==> src/rtl/stt_pkg.sv <==
// Package: shared types, codes and sizes of the sorted timestamp table.
package stt_pkg;

  // Default number of table entries.
  localparam int unsigned CAPACITY = 32;

  // Field widths of one beat.
  localparam int unsigned CMD_W      = 2;
  localparam int unsigned YEAR_W     = 12;
  localparam int unsigned MONTH_W    = 4;
  localparam int unsigned DAY_W      = 5;
  localparam int unsigned HOUR_W     = 5;
  localparam int unsigned MINUTE_W   = 6;
  localparam int unsigned DUR_H_W    = 8;
  localparam int unsigned DUR_M_W    = 6;
  localparam int unsigned STATUS_W   = 2;
  localparam int unsigned COUNT_W    = 6;

  typedef enum logic [CMD_W-1:0] {
    CMD_INSERT = 2'd0,
    CMD_DELETE = 2'd1,
    CMD_LOOKUP = 2'd2
  } cmd_e;

  typedef enum logic [STATUS_W-1:0] {
    STS_DONE      = 2'd0,
    STS_FULL      = 2'd1,
    STS_NOT_FOUND = 2'd2
  } status_e;

  typedef enum logic [2:0] {
    S_IDLE,
    S_SCAN,
    S_MOVE,
    S_PUT,
    S_FIN
  } state_e;

  // Year sits in the top bits so the packed value orders keys lexicographically.
  typedef struct packed {
    logic [YEAR_W-1:0]   year;
    logic [MONTH_W-1:0]  month;
    logic [DAY_W-1:0]    day;
    logic [HOUR_W-1:0]   hour;
    logic [MINUTE_W-1:0] minute;
  } key_t;

  typedef struct packed {
    logic [DUR_H_W-1:0] hours;
    logic [DUR_M_W-1:0] minutes;
  } dur_t;

  typedef struct packed {
    key_t key;
    dur_t dur;
  } entry_t;

  typedef struct packed {
    logic ge;
    logic eq;
  } cmp_res_t;

endpackage

==> src/rtl/stt_in_if.sv <==
// Interface: command channel of the sorted timestamp table.
interface stt_in_if;
  logic                            valid;
  logic                            ready;
  logic [stt_pkg::CMD_W-1:0]       cmd;
  logic [stt_pkg::YEAR_W-1:0]      key_year;
  logic [stt_pkg::MONTH_W-1:0]     key_month;
  logic [stt_pkg::DAY_W-1:0]       key_day;
  logic [stt_pkg::HOUR_W-1:0]      key_hour;
  logic [stt_pkg::MINUTE_W-1:0]    key_minute;
  logic [stt_pkg::DUR_H_W-1:0]     dur_hours;
  logic [stt_pkg::DUR_M_W-1:0]     dur_minutes;

  modport source (
    output valid, cmd, key_year, key_month, key_day, key_hour, key_minute,
           dur_hours, dur_minutes,
    input  ready
  );

  modport sink (
    input  valid, cmd, key_year, key_month, key_day, key_hour, key_minute,
           dur_hours, dur_minutes,
    output ready
  );
endinterface

==> src/rtl/stt_out_if.sv <==
// Interface: result channel of the sorted timestamp table.
interface stt_out_if;
  logic                          valid;
  logic                          ready;
  logic [stt_pkg::STATUS_W-1:0]  status;
  logic                          found;
  logic [stt_pkg::DUR_H_W-1:0]   removed_dur_hours;
  logic [stt_pkg::DUR_M_W-1:0]   removed_dur_minutes;
  logic [stt_pkg::COUNT_W-1:0]   entry_count;

  modport source (
    output valid, status, found, removed_dur_hours, removed_dur_minutes, entry_count,
    input  ready
  );

  modport sink (
    input  valid, status, found, removed_dur_hours, removed_dur_minutes, entry_count,
    output ready
  );
endinterface

==> src/rtl/sorted_timestamp_table.sv <==
// Top level: sorted timestamp table with a sequenced walk over one entry memory.
//
//   channel | direction | beat contents
//   --------+-----------+-----------------------------------------------------
//   in_i    | sink      | cmd, key_year..key_minute, dur_hours, dur_minutes
//   out_o   | source    | status, found, removed_dur_hours/minutes, entry_count
//
// The time one command takes grows with N, the number of entries held, and is
// set by the single read port of the entry memory: the walk reads one entry per
// cycle up to the insert or match position, and the shift reads one entry per
// cycle between there and the end while writing the previous one a place up or
// down, so together they read no held entry more than twice.
// Reset clears the count and the control state; entry contents stay undefined.
// The block takes no new beat until the result of the current one is loaded
// into the output register, which waits there while the sink stalls.
module sorted_timestamp_table #(
  parameter int unsigned CAPACITY = stt_pkg::CAPACITY
) (
  input  logic        clk_i,
  input  logic        rst_ni,
  stt_in_if.sink      in_i,
  stt_out_if.source   out_o
);

  localparam int unsigned IW = $clog2(CAPACITY);
  localparam int unsigned CW = $clog2(CAPACITY + 1);
  localparam logic [CW-1:0] CapC = CW'(CAPACITY);
  localparam logic [CW-1:0] OneC = CW'(1);

  stt_pkg::state_e state_q, state_d;

  // Latched command beat.
  stt_pkg::cmd_e   cmd_q;
  stt_pkg::key_t   key_q;
  stt_pkg::dur_t   dur_q;

  // Table occupancy and walk pointers.
  logic [CW-1:0]   count_q;
  logic [CW-1:0]   scan_q;
  logic [CW-1:0]   cmp_idx_q;
  logic [CW-1:0]   pos_q;
  logic [CW-1:0]   n_q;
  logic [CW-1:0]   src_q;
  logic [IW-1:0]   wr_addr_q;
  logic            rd_vld_q;

  // Result of the current command.
  logic            found_q;
  stt_pkg::status_e status_q;
  stt_pkg::dur_t   rem_q;

  // Output register.
  logic            out_vld_q;
  stt_pkg::status_e out_status_q;
  logic            out_found_q;
  stt_pkg::dur_t   out_rem_q;
  logic [stt_pkg::COUNT_W-1:0] out_count_q;

  // Memory and comparator connections.
  logic            mem_we;
  logic [IW-1:0]   mem_waddr;
  stt_pkg::entry_t mem_wdata;
  logic [IW-1:0]   mem_raddr;
  stt_pkg::entry_t mem_rdata;
  stt_pkg::cmp_res_t cmp_res;

  logic            in_acc;
  logic            scan_hit;
  logic            scan_end;
  logic            present;
  logic [CW-1:0]   hit_pos;
  logic            full;
  logic            move_done;
  logic            out_free;
  logic            scan_issue;
  logic            move_issue;
  logic [CW-1:0]   src_up;
  logic [CW-1:0]   src_dn;
  logic            is_ins;

  stt_mem #(
    .DEPTH (CAPACITY),
    .AW    (IW)
  ) u_mem (
    .clk_i   (clk_i),
    .we_i    (mem_we),
    .waddr_i (mem_waddr),
    .wdata_i (mem_wdata),
    .raddr_i (mem_raddr),
    .rdata_o (mem_rdata)
  );

  stt_cmp u_cmp (
    .entry_key_i (mem_rdata.key),
    .probe_key_i (key_q),
    .res_o       (cmp_res)
  );

  assign in_acc = in_i.valid && in_i.ready;

  // The table is sorted, so the first entry not below the probe key is both
  // the insert position and, when equal, the first match.
  assign scan_hit = rd_vld_q && cmp_res.ge;
  assign scan_end = scan_hit || (scan_q == count_q);
  assign present  = scan_hit && cmp_res.eq;
  assign hit_pos  = scan_hit ? cmp_idx_q : count_q;
  assign full     = (count_q == CapC);

  // The shift is over once no moves remain and the last read has been written.
  assign move_done = (n_q == '0) && !rd_vld_q;
  assign out_free  = !out_vld_q || out_o.ready;
  assign is_ins    = (cmd_q == stt_pkg::CMD_INSERT);

  assign scan_issue = (state_q == stt_pkg::S_SCAN) && !scan_end;
  assign move_issue = (state_q == stt_pkg::S_MOVE) && (n_q != '0);

  assign src_up = src_q + OneC;
  assign src_dn = src_q - OneC;

  // Next state.
  always_comb begin
    state_d = state_q;
    unique case (state_q)
      stt_pkg::S_IDLE: begin
        if (in_acc) begin
          state_d = stt_pkg::S_SCAN;
        end
      end
      stt_pkg::S_SCAN: begin
        if (scan_end) begin
          case (cmd_q)
            stt_pkg::CMD_INSERT: begin
              if (full) begin
                state_d = stt_pkg::S_FIN;
              end else if (hit_pos == count_q) begin
                state_d = stt_pkg::S_PUT;
              end else begin
                state_d = stt_pkg::S_MOVE;
              end
            end
            stt_pkg::CMD_DELETE: begin
              state_d = present ? stt_pkg::S_MOVE : stt_pkg::S_FIN;
            end
            default: begin
              state_d = stt_pkg::S_FIN;
            end
          endcase
        end
      end
      stt_pkg::S_MOVE: begin
        if (move_done) begin
          state_d = is_ins ? stt_pkg::S_PUT : stt_pkg::S_FIN;
        end
      end
      stt_pkg::S_PUT: begin
        state_d = stt_pkg::S_FIN;
      end
      stt_pkg::S_FIN: begin
        if (out_free) begin
          state_d = stt_pkg::S_IDLE;
        end
      end
      default: begin
        state_d = stt_pkg::S_IDLE;
      end
    endcase
  end

  // Memory control and handshake outputs.
  always_comb begin
    in_i.ready = 1'b0;
    mem_we     = 1'b0;
    mem_waddr  = wr_addr_q;
    mem_wdata  = mem_rdata;
    mem_raddr  = scan_q[IW-1:0];
    unique case (state_q)
      stt_pkg::S_IDLE: begin
        in_i.ready = 1'b1;
      end
      stt_pkg::S_SCAN: begin
        mem_raddr = scan_q[IW-1:0];
      end
      stt_pkg::S_MOVE: begin
        // Each read entry is written one place over in the following cycle.
        mem_raddr = src_q[IW-1:0];
        mem_we    = rd_vld_q;
      end
      stt_pkg::S_PUT: begin
        mem_we    = 1'b1;
        mem_waddr = pos_q[IW-1:0];
        mem_wdata = '{key: key_q, dur: dur_q};
      end
      stt_pkg::S_FIN: begin
        mem_we = 1'b0;
      end
      default: begin
        in_i.ready = 1'b0;
      end
    endcase
  end

  // Control state.
  always_ff @(posedge clk_i or negedge rst_ni) begin
    if (!rst_ni) begin
      state_q   <= stt_pkg::S_IDLE;
      count_q   <= '0;
      rd_vld_q  <= 1'b0;
      out_vld_q <= 1'b0;
    end else begin
      state_q  <= state_d;
      rd_vld_q <= scan_issue || move_issue;
      if (state_q == stt_pkg::S_PUT) begin
        count_q <= count_q + OneC;
      end else if ((state_q == stt_pkg::S_MOVE) && move_done && !is_ins) begin
        count_q <= count_q - OneC;
      end
      if ((state_q == stt_pkg::S_FIN) && out_free) begin
        out_vld_q <= 1'b1;
      end else if (out_o.ready) begin
        out_vld_q <= 1'b0;
      end
    end
  end

  // Datapath registers.
  always_ff @(posedge clk_i) begin
    if (in_acc) begin
      cmd_q    <= stt_pkg::cmd_e'(in_i.cmd);
      key_q    <= '{year: in_i.key_year, month: in_i.key_month, day: in_i.key_day,
                    hour: in_i.key_hour, minute: in_i.key_minute};
      dur_q    <= '{hours: in_i.dur_hours, minutes: in_i.dur_minutes};
      scan_q   <= '0;
      found_q  <= 1'b0;
      status_q <= stt_pkg::STS_DONE;
      rem_q    <= '0;
    end

    if (scan_issue) begin
      scan_q    <= scan_q + OneC;
      cmp_idx_q <= scan_q;
    end

    if ((state_q == stt_pkg::S_SCAN) && scan_end) begin
      pos_q <= hit_pos;
      case (cmd_q)
        stt_pkg::CMD_INSERT: begin
          found_q  <= present;
          status_q <= full ? stt_pkg::STS_FULL : stt_pkg::STS_DONE;
          n_q      <= count_q - hit_pos;
          src_q    <= count_q - OneC;
        end
        stt_pkg::CMD_DELETE: begin
          found_q <= present;
          if (present) begin
            rem_q <= mem_rdata.dur;
            n_q   <= count_q - hit_pos - OneC;
            src_q <= hit_pos + OneC;
          end else begin
            status_q <= stt_pkg::STS_NOT_FOUND;
          end
        end
        stt_pkg::CMD_LOOKUP: begin
          found_q  <= present;
          status_q <= present ? stt_pkg::STS_DONE : stt_pkg::STS_NOT_FOUND;
        end
        default: begin
          found_q <= 1'b0;
        end
      endcase
    end

    if (move_issue) begin
      n_q       <= n_q - OneC;
      src_q     <= is_ins ? src_dn : src_up;
      wr_addr_q <= is_ins ? src_up[IW-1:0] : src_dn[IW-1:0];
    end

    if ((state_q == stt_pkg::S_FIN) && out_free) begin
      out_status_q <= status_q;
      out_found_q  <= found_q;
      out_rem_q    <= rem_q;
      out_count_q  <= stt_pkg::COUNT_W'(count_q);
    end
  end

  assign out_o.valid               = out_vld_q;
  assign out_o.status              = out_status_q;
  assign out_o.found               = out_found_q;
  assign out_o.removed_dur_hours   = out_rem_q.hours;
  assign out_o.removed_dur_minutes = out_rem_q.minutes;
  assign out_o.entry_count         = out_count_q;

endmodule

==> src/rtl/stt_mem.sv <==
// Module: entry storage, one write port and one registered read port.
module stt_mem #(
  parameter int unsigned DEPTH = stt_pkg::CAPACITY,
  parameter int unsigned AW    = $clog2(DEPTH)
) (
  input  logic            clk_i,
  input  logic            we_i,
  input  logic [AW-1:0]   waddr_i,
  input  stt_pkg::entry_t wdata_i,
  input  logic [AW-1:0]   raddr_i,
  output stt_pkg::entry_t rdata_o
);

  stt_pkg::entry_t mem_q [DEPTH];

  always_ff @(posedge clk_i) begin
    if (we_i) begin
      mem_q[waddr_i] <= wdata_i;
    end
  end

  always_ff @(posedge clk_i) begin
    rdata_o <= mem_q[raddr_i];
  end

endmodule

==> src/rtl/stt_cmp.sv <==
// Module: shared key comparator used by the table walk.
module stt_cmp (
  input  stt_pkg::key_t     entry_key_i,
  input  stt_pkg::key_t     probe_key_i,
  output stt_pkg::cmp_res_t res_o
);

  // Keys are raw packed numbers, so one magnitude compare orders them.
  assign res_o.ge = (entry_key_i >= probe_key_i);
  assign res_o.eq = (entry_key_i == probe_key_i);

endmodule

==> src/flat_wrapper.sv <==
// flat-port wrapper written by rule: the top's interface ports become plain ports
module sorted_timestamp_table_flat 
#(
  parameter int unsigned CAPACITY = stt_pkg::CAPACITY
)
  (clk_i, rst_ni, in_i_valid, in_i_cmd, in_i_key_year, in_i_key_month, in_i_key_day, in_i_key_hour, in_i_key_minute, in_i_dur_hours, in_i_dur_minutes, in_i_ready, out_o_valid, out_o_status, out_o_found, out_o_removed_dur_hours, out_o_removed_dur_minutes, out_o_entry_count, out_o_ready);
  stt_in_if in_i_i ();
  stt_out_if out_o_i ();
  input  logic clk_i;
  input  logic rst_ni;
  input wire logic [$bits(in_i_i.valid)-1:0] in_i_valid;
  input wire logic [$bits(in_i_i.cmd)-1:0] in_i_cmd;
  input wire logic [$bits(in_i_i.key_year)-1:0] in_i_key_year;
  input wire logic [$bits(in_i_i.key_month)-1:0] in_i_key_month;
  input wire logic [$bits(in_i_i.key_day)-1:0] in_i_key_day;
  input wire logic [$bits(in_i_i.key_hour)-1:0] in_i_key_hour;
  input wire logic [$bits(in_i_i.key_minute)-1:0] in_i_key_minute;
  input wire logic [$bits(in_i_i.dur_hours)-1:0] in_i_dur_hours;
  input wire logic [$bits(in_i_i.dur_minutes)-1:0] in_i_dur_minutes;
  output wire logic [$bits(in_i_i.ready)-1:0] in_i_ready;
  output wire logic [$bits(out_o_i.valid)-1:0] out_o_valid;
  output wire logic [$bits(out_o_i.status)-1:0] out_o_status;
  output wire logic [$bits(out_o_i.found)-1:0] out_o_found;
  output wire logic [$bits(out_o_i.removed_dur_hours)-1:0] out_o_removed_dur_hours;
  output wire logic [$bits(out_o_i.removed_dur_minutes)-1:0] out_o_removed_dur_minutes;
  output wire logic [$bits(out_o_i.entry_count)-1:0] out_o_entry_count;
  input wire logic [$bits(out_o_i.ready)-1:0] out_o_ready;
  assign in_i_i.valid = in_i_valid;
  assign in_i_i.cmd = in_i_cmd;
  assign in_i_i.key_year = in_i_key_year;
  assign in_i_i.key_month = in_i_key_month;
  assign in_i_i.key_day = in_i_key_day;
  assign in_i_i.key_hour = in_i_key_hour;
  assign in_i_i.key_minute = in_i_key_minute;
  assign in_i_i.dur_hours = in_i_dur_hours;
  assign in_i_i.dur_minutes = in_i_dur_minutes;
  assign in_i_ready = in_i_i.ready;
  assign out_o_valid = out_o_i.valid;
  assign out_o_status = out_o_i.status;
  assign out_o_found = out_o_i.found;
  assign out_o_removed_dur_hours = out_o_i.removed_dur_hours;
  assign out_o_removed_dur_minutes = out_o_i.removed_dur_minutes;
  assign out_o_entry_count = out_o_i.entry_count;
  assign out_o_i.ready = out_o_ready;
  sorted_timestamp_table #(.CAPACITY(CAPACITY)) u_core (.clk_i(clk_i), .rst_ni(rst_ni), .in_i(in_i_i), .out_o(out_o_i));
endmodule
==> config.mk <==
export PLATFORM = sky130hd
export DESIGN_NAME = sorted_timestamp_table_flat
export DESIGN_NICKNAME = d
export VERILOG_FILES = /design/src/rtl/stt_pkg.sv /design/src/rtl/stt_in_if.sv /design/src/rtl/stt_out_if.sv /design/src/rtl/sorted_timestamp_table.sv /design/src/rtl/stt_mem.sv /design/src/rtl/stt_cmp.sv /design/src/flat_wrapper.sv
export SDC_FILE = /design/constraint.sdc
export NUM_CORES = 2
export LEC_CHECK = 0
export BUFFER_PORTS_ARGS = -buffer_cell sky130_fd_sc_hd__buf_2
export CAP_MARGIN = 30
export CELL_PAD_IN_SITES_DETAIL_PLACEMENT = 0
export CELL_PAD_IN_SITES_GLOBAL_PLACEMENT = 2
export CORE_UTILIZATION = 51
export DETAILED_ROUTE_END_ITERATION = 10
export PLACE_DENSITY_LB_ADDON = 0.1
export RECOVER_POWER = 25
export SKIP_CTS_REPAIR_TIMING = 1
export SLEW_MARGIN = 10
export SYNTH_ARGS = -nofsm -noshare
export SYNTH_HDL_FRONTEND = slang
export SYNTH_HIERARCHICAL = 1
export SYNTH_SLANG_ARGS = --single-unit
==> constraint.sdc <==
create_clock -name clk_i -period 9.4 [get_ports clk_i]
set_input_delay 0.47 -clock clk_i [delete_from_list [all_inputs] [get_ports clk_i]]
set_output_delay 0.47 -clock clk_i [all_outputs]
set_load 0.05 [all_outputs]
==> out/metrics.cfg <==
[outcome]
status = finished, violations left
violations = capacitance limit, slew limit

[worst_setup_path]
cp_slowest_stage_delay_ns = 2.20
path_cells = nand2_1, nor2_1, clkbuf_1, nand2_1, nand2_1, clkbuf_1
crit_required_ns = 9.78
critPathLaunchType = flip-flop
worst_ep_arrival_time_ns = 6.35
critPathMaxFanout = 43
critPathSlowestCell = clkbuf_1
path_class = reg -> reg
cp-end-kind = flip-flop
worst_path_most_repeated_cell = nand2_1

[synth]
synth_compound_area_frac = 0.05290
yosysWarnings = 6
synth.ff_latch_count = 1650
synth_cell_type_count = 68
synthMuxAreaShare = 0.1136
yosysSeqAreaShare = 0.7476
ys.flop_type = edfxtp_1
yosysTopAreaCell = edfxtp_1
synth_top_area_share = 0.7244
synth_top_family_by_area = multiplexers
syn_inst = 3970
synth_area_mm2 = 0.06537
synth_commonest_cells = edfxtp_1, mux2i_1, nand2_1
syn_nets = 4065
synthSimpleGateAreaFrac = 0.04835
synth.avg_cell_area_um2 = 16.47
synth_edf_count = 1577
synth_xor_xnor_area_share = 0.005704
synthAdderAreaFrac = 0.008230
synth_async_sr_flop_share = 0.006667
synthTopCellsByArea = edfxtp_1, mux2i_1, nand2_1
yosysMostFrequentCell = edfxtp_1

[global_routing]
grt_pass1_wl_um = 237100
global_route.usage.met2 = 0.4067
grt-ovfl-total = 0
grt_util_met3 = 0.04091
grt_max_degree = 127
grt.busiest_layer = met2
antenna_found_initial = 2
track_usage = 0.2528
grt_pass1_vias = 34422
grt.met1_usage = 0.3571

[clock_tree]
numCtsBuffers = 171
clkLatencyLatePin_ns = 0.79
path_clk_slew_ns = 0.05
cts_sinks = 1650
cts_max_level = 4
ctsLongestPathBuffers = 3
root_buffer = clkbuf_16
cts_tree = yes

[timing]
hold_violations = 0
finalClockSkew_ns = 0.02112
min_period_over_period = 0.6351
worst_pin_slew_ns = 3.037
setup_ws_ns = 3.430
grt_setup_unrepaired = no
finalSetupViolCount = 0
maxSlewHeadroom = -1.024
max_freq_mhz = 167.5
fin_crit_ns = 5.970
final_max_slew_viol_count = 59
setup_tns_ns = 0

[placed_design]
gp_congestion = 0.7689
hpwl_um = 90700
place_area_mm2 = 0.06794
port-buffer-count = 76
place_ws_ns = 3.966

[routing]
drt_iter0_drc = 3303
drc = 0
wl_per_cell_um = 27.53
vias = 35082
wl_um = 164200
final_antenna_net_count = 0
dr.pass1.iters = 6
viasPerCell = 5.882

[hold_path]
min_path_type = in -> reg

[cells_and_area]
areaGrowthSynthToFinish_pct = 12.86
drive_above_1_share = 0.09805
nFillCells = 9632
nNetsFinal = 4268
final_area_mm2 = 0.07378
diodes = 0
utilization = 0.5838

[floorplan]
io_pins = 77
core_mm2 = 0.1264
start_util = 0.5172
die_x_um = 360.0
dieHeight_um = 360.0
dieArea_mm2 = 0.1296
fp-row-count = 130

[pwr]
max-vdd-ir-drop_mv = 0.3415
leakagePower_nw = 25.40
powerDensity_mw_per_mm2 = 341.7

[flow_run]
maxCapViolCount = 2

## per-stage QoR
step | cells | hold WS (ns) | power, W
floorplan | 3970 | 0.1744 | 0.01586
global placement | 5560 | 0.3653 | 0.01855
detailed placement | 5583 | 0.3563 | 0.01882
CTS | 5897 | -0.4982 | 0.02538
global route | 5964 | 0.02169 | 0.02628
finish | 5964 | 0.01207 | 0.02521
## kinds of logic after synthesis
group           count (synthesis)
flops                        1650
mux                           742
simple gates                  714
compound gates                515
buf+inv                       265
fa+ha+maj                      43
xor+xnor                       41
## critical path: cells and delay by family (launching register included)
kind	cells	cell delay (ns)
flops	1	0.45
buf+inv	2	3.24
simple gates	4	1.83
## report_power, final
group / switching [W] / internal (W)
sequential: 0.000223 / 0.00972
combinational: 0.00588 / 0.00281
clock: 0.00274 / 0.00384
total: 0.00884 / 0.0164
## metal layers
metal / vias to the layer above / routed length [um] / share of wire
met5: - / 0 / 0
met4: 0 / 3711 / 0.023
met3: 223 / 9731 / 0.059
met2: 980 / 78230 / 0.48
met1: 18069 / 72540 / 0.44
li1: 15810 / - / -
## cells in the final DEF (no fill, tap or decap), types with 27 or more instances in the layout
master	n
a21oi_1	168
a22o_1	92
a22oi_1	138
a31oi_1	51
buf_2	28
buf_4	69
clkbuf_1	119
clkbuf_16	177
clkinv_1	34
clkinv_2	27
dfxtp_1	62
dlygate4sd3_1	49
edfxtp_1	1577
ha_1	43
inv_1	47
mux2i_1	741
nand2_1	374
nand3_1	149
nor2_1	38
nor2_4	33
nor3_1	53
o21ai_0	27
## sequential cells by signal (all words and copies together), names as in the netlist, 6 cells and up
name / flops
u_core/u_mem/mem_q: 1472
u_core/u_mem/rdata_o: 46
u_core/key_q: 32
u_core/dur_q: 14
u_core/rem_q: 14
u_core/out_o.removed_dur_hours: 8
u_core/cmp_idx_q: 6
u_core/count_q: 6
u_core/n_q: 6
u_core/out_o.entry_count: 6
u_core/out_o.removed_dur_minutes: 6
u_core/scan_q: 6
## area by class of cell
class	count	area (um2)	area share
Clock inverter	84	748.2	0.01014
Tap cell	1650	2064	0.02798
Sequential cell	1650	48870	0.6624
Timing Repair Buffer	247	1976	0.02678
Clock buffer	230	4678	0.06341
Inverter	48	181.4	0.002459
Multi-Input combinational cell	2055	15260	0.2068
## path summary, 6_finish.rpt
path | startpoint | end | slack, ns | cells after the start
setup / recovery | u_core/state_q[1] | u_core/u_mem/mem_q[19][9] | 3.43 | 6
hold / removal | out_o_ready | u_core/out_o.valid | 0.01 | 3
max in group asynchronous | rst_ni | u_core/state_q[1] | 8.77 | 2
min in group asynchronous | rst_ni | u_core/count_q[1] | 0.22 | 2
setup reg to reg | u_core/state_q[1] | u_core/u_mem/mem_q[19][9] | 3.43 | 6
hold reg to reg | u_core/rem_q[3] | u_core/out_o.removed_dur_minutes[3] | 0.43 | 0
No activity file was read; power rests on OpenSTA's default activity.
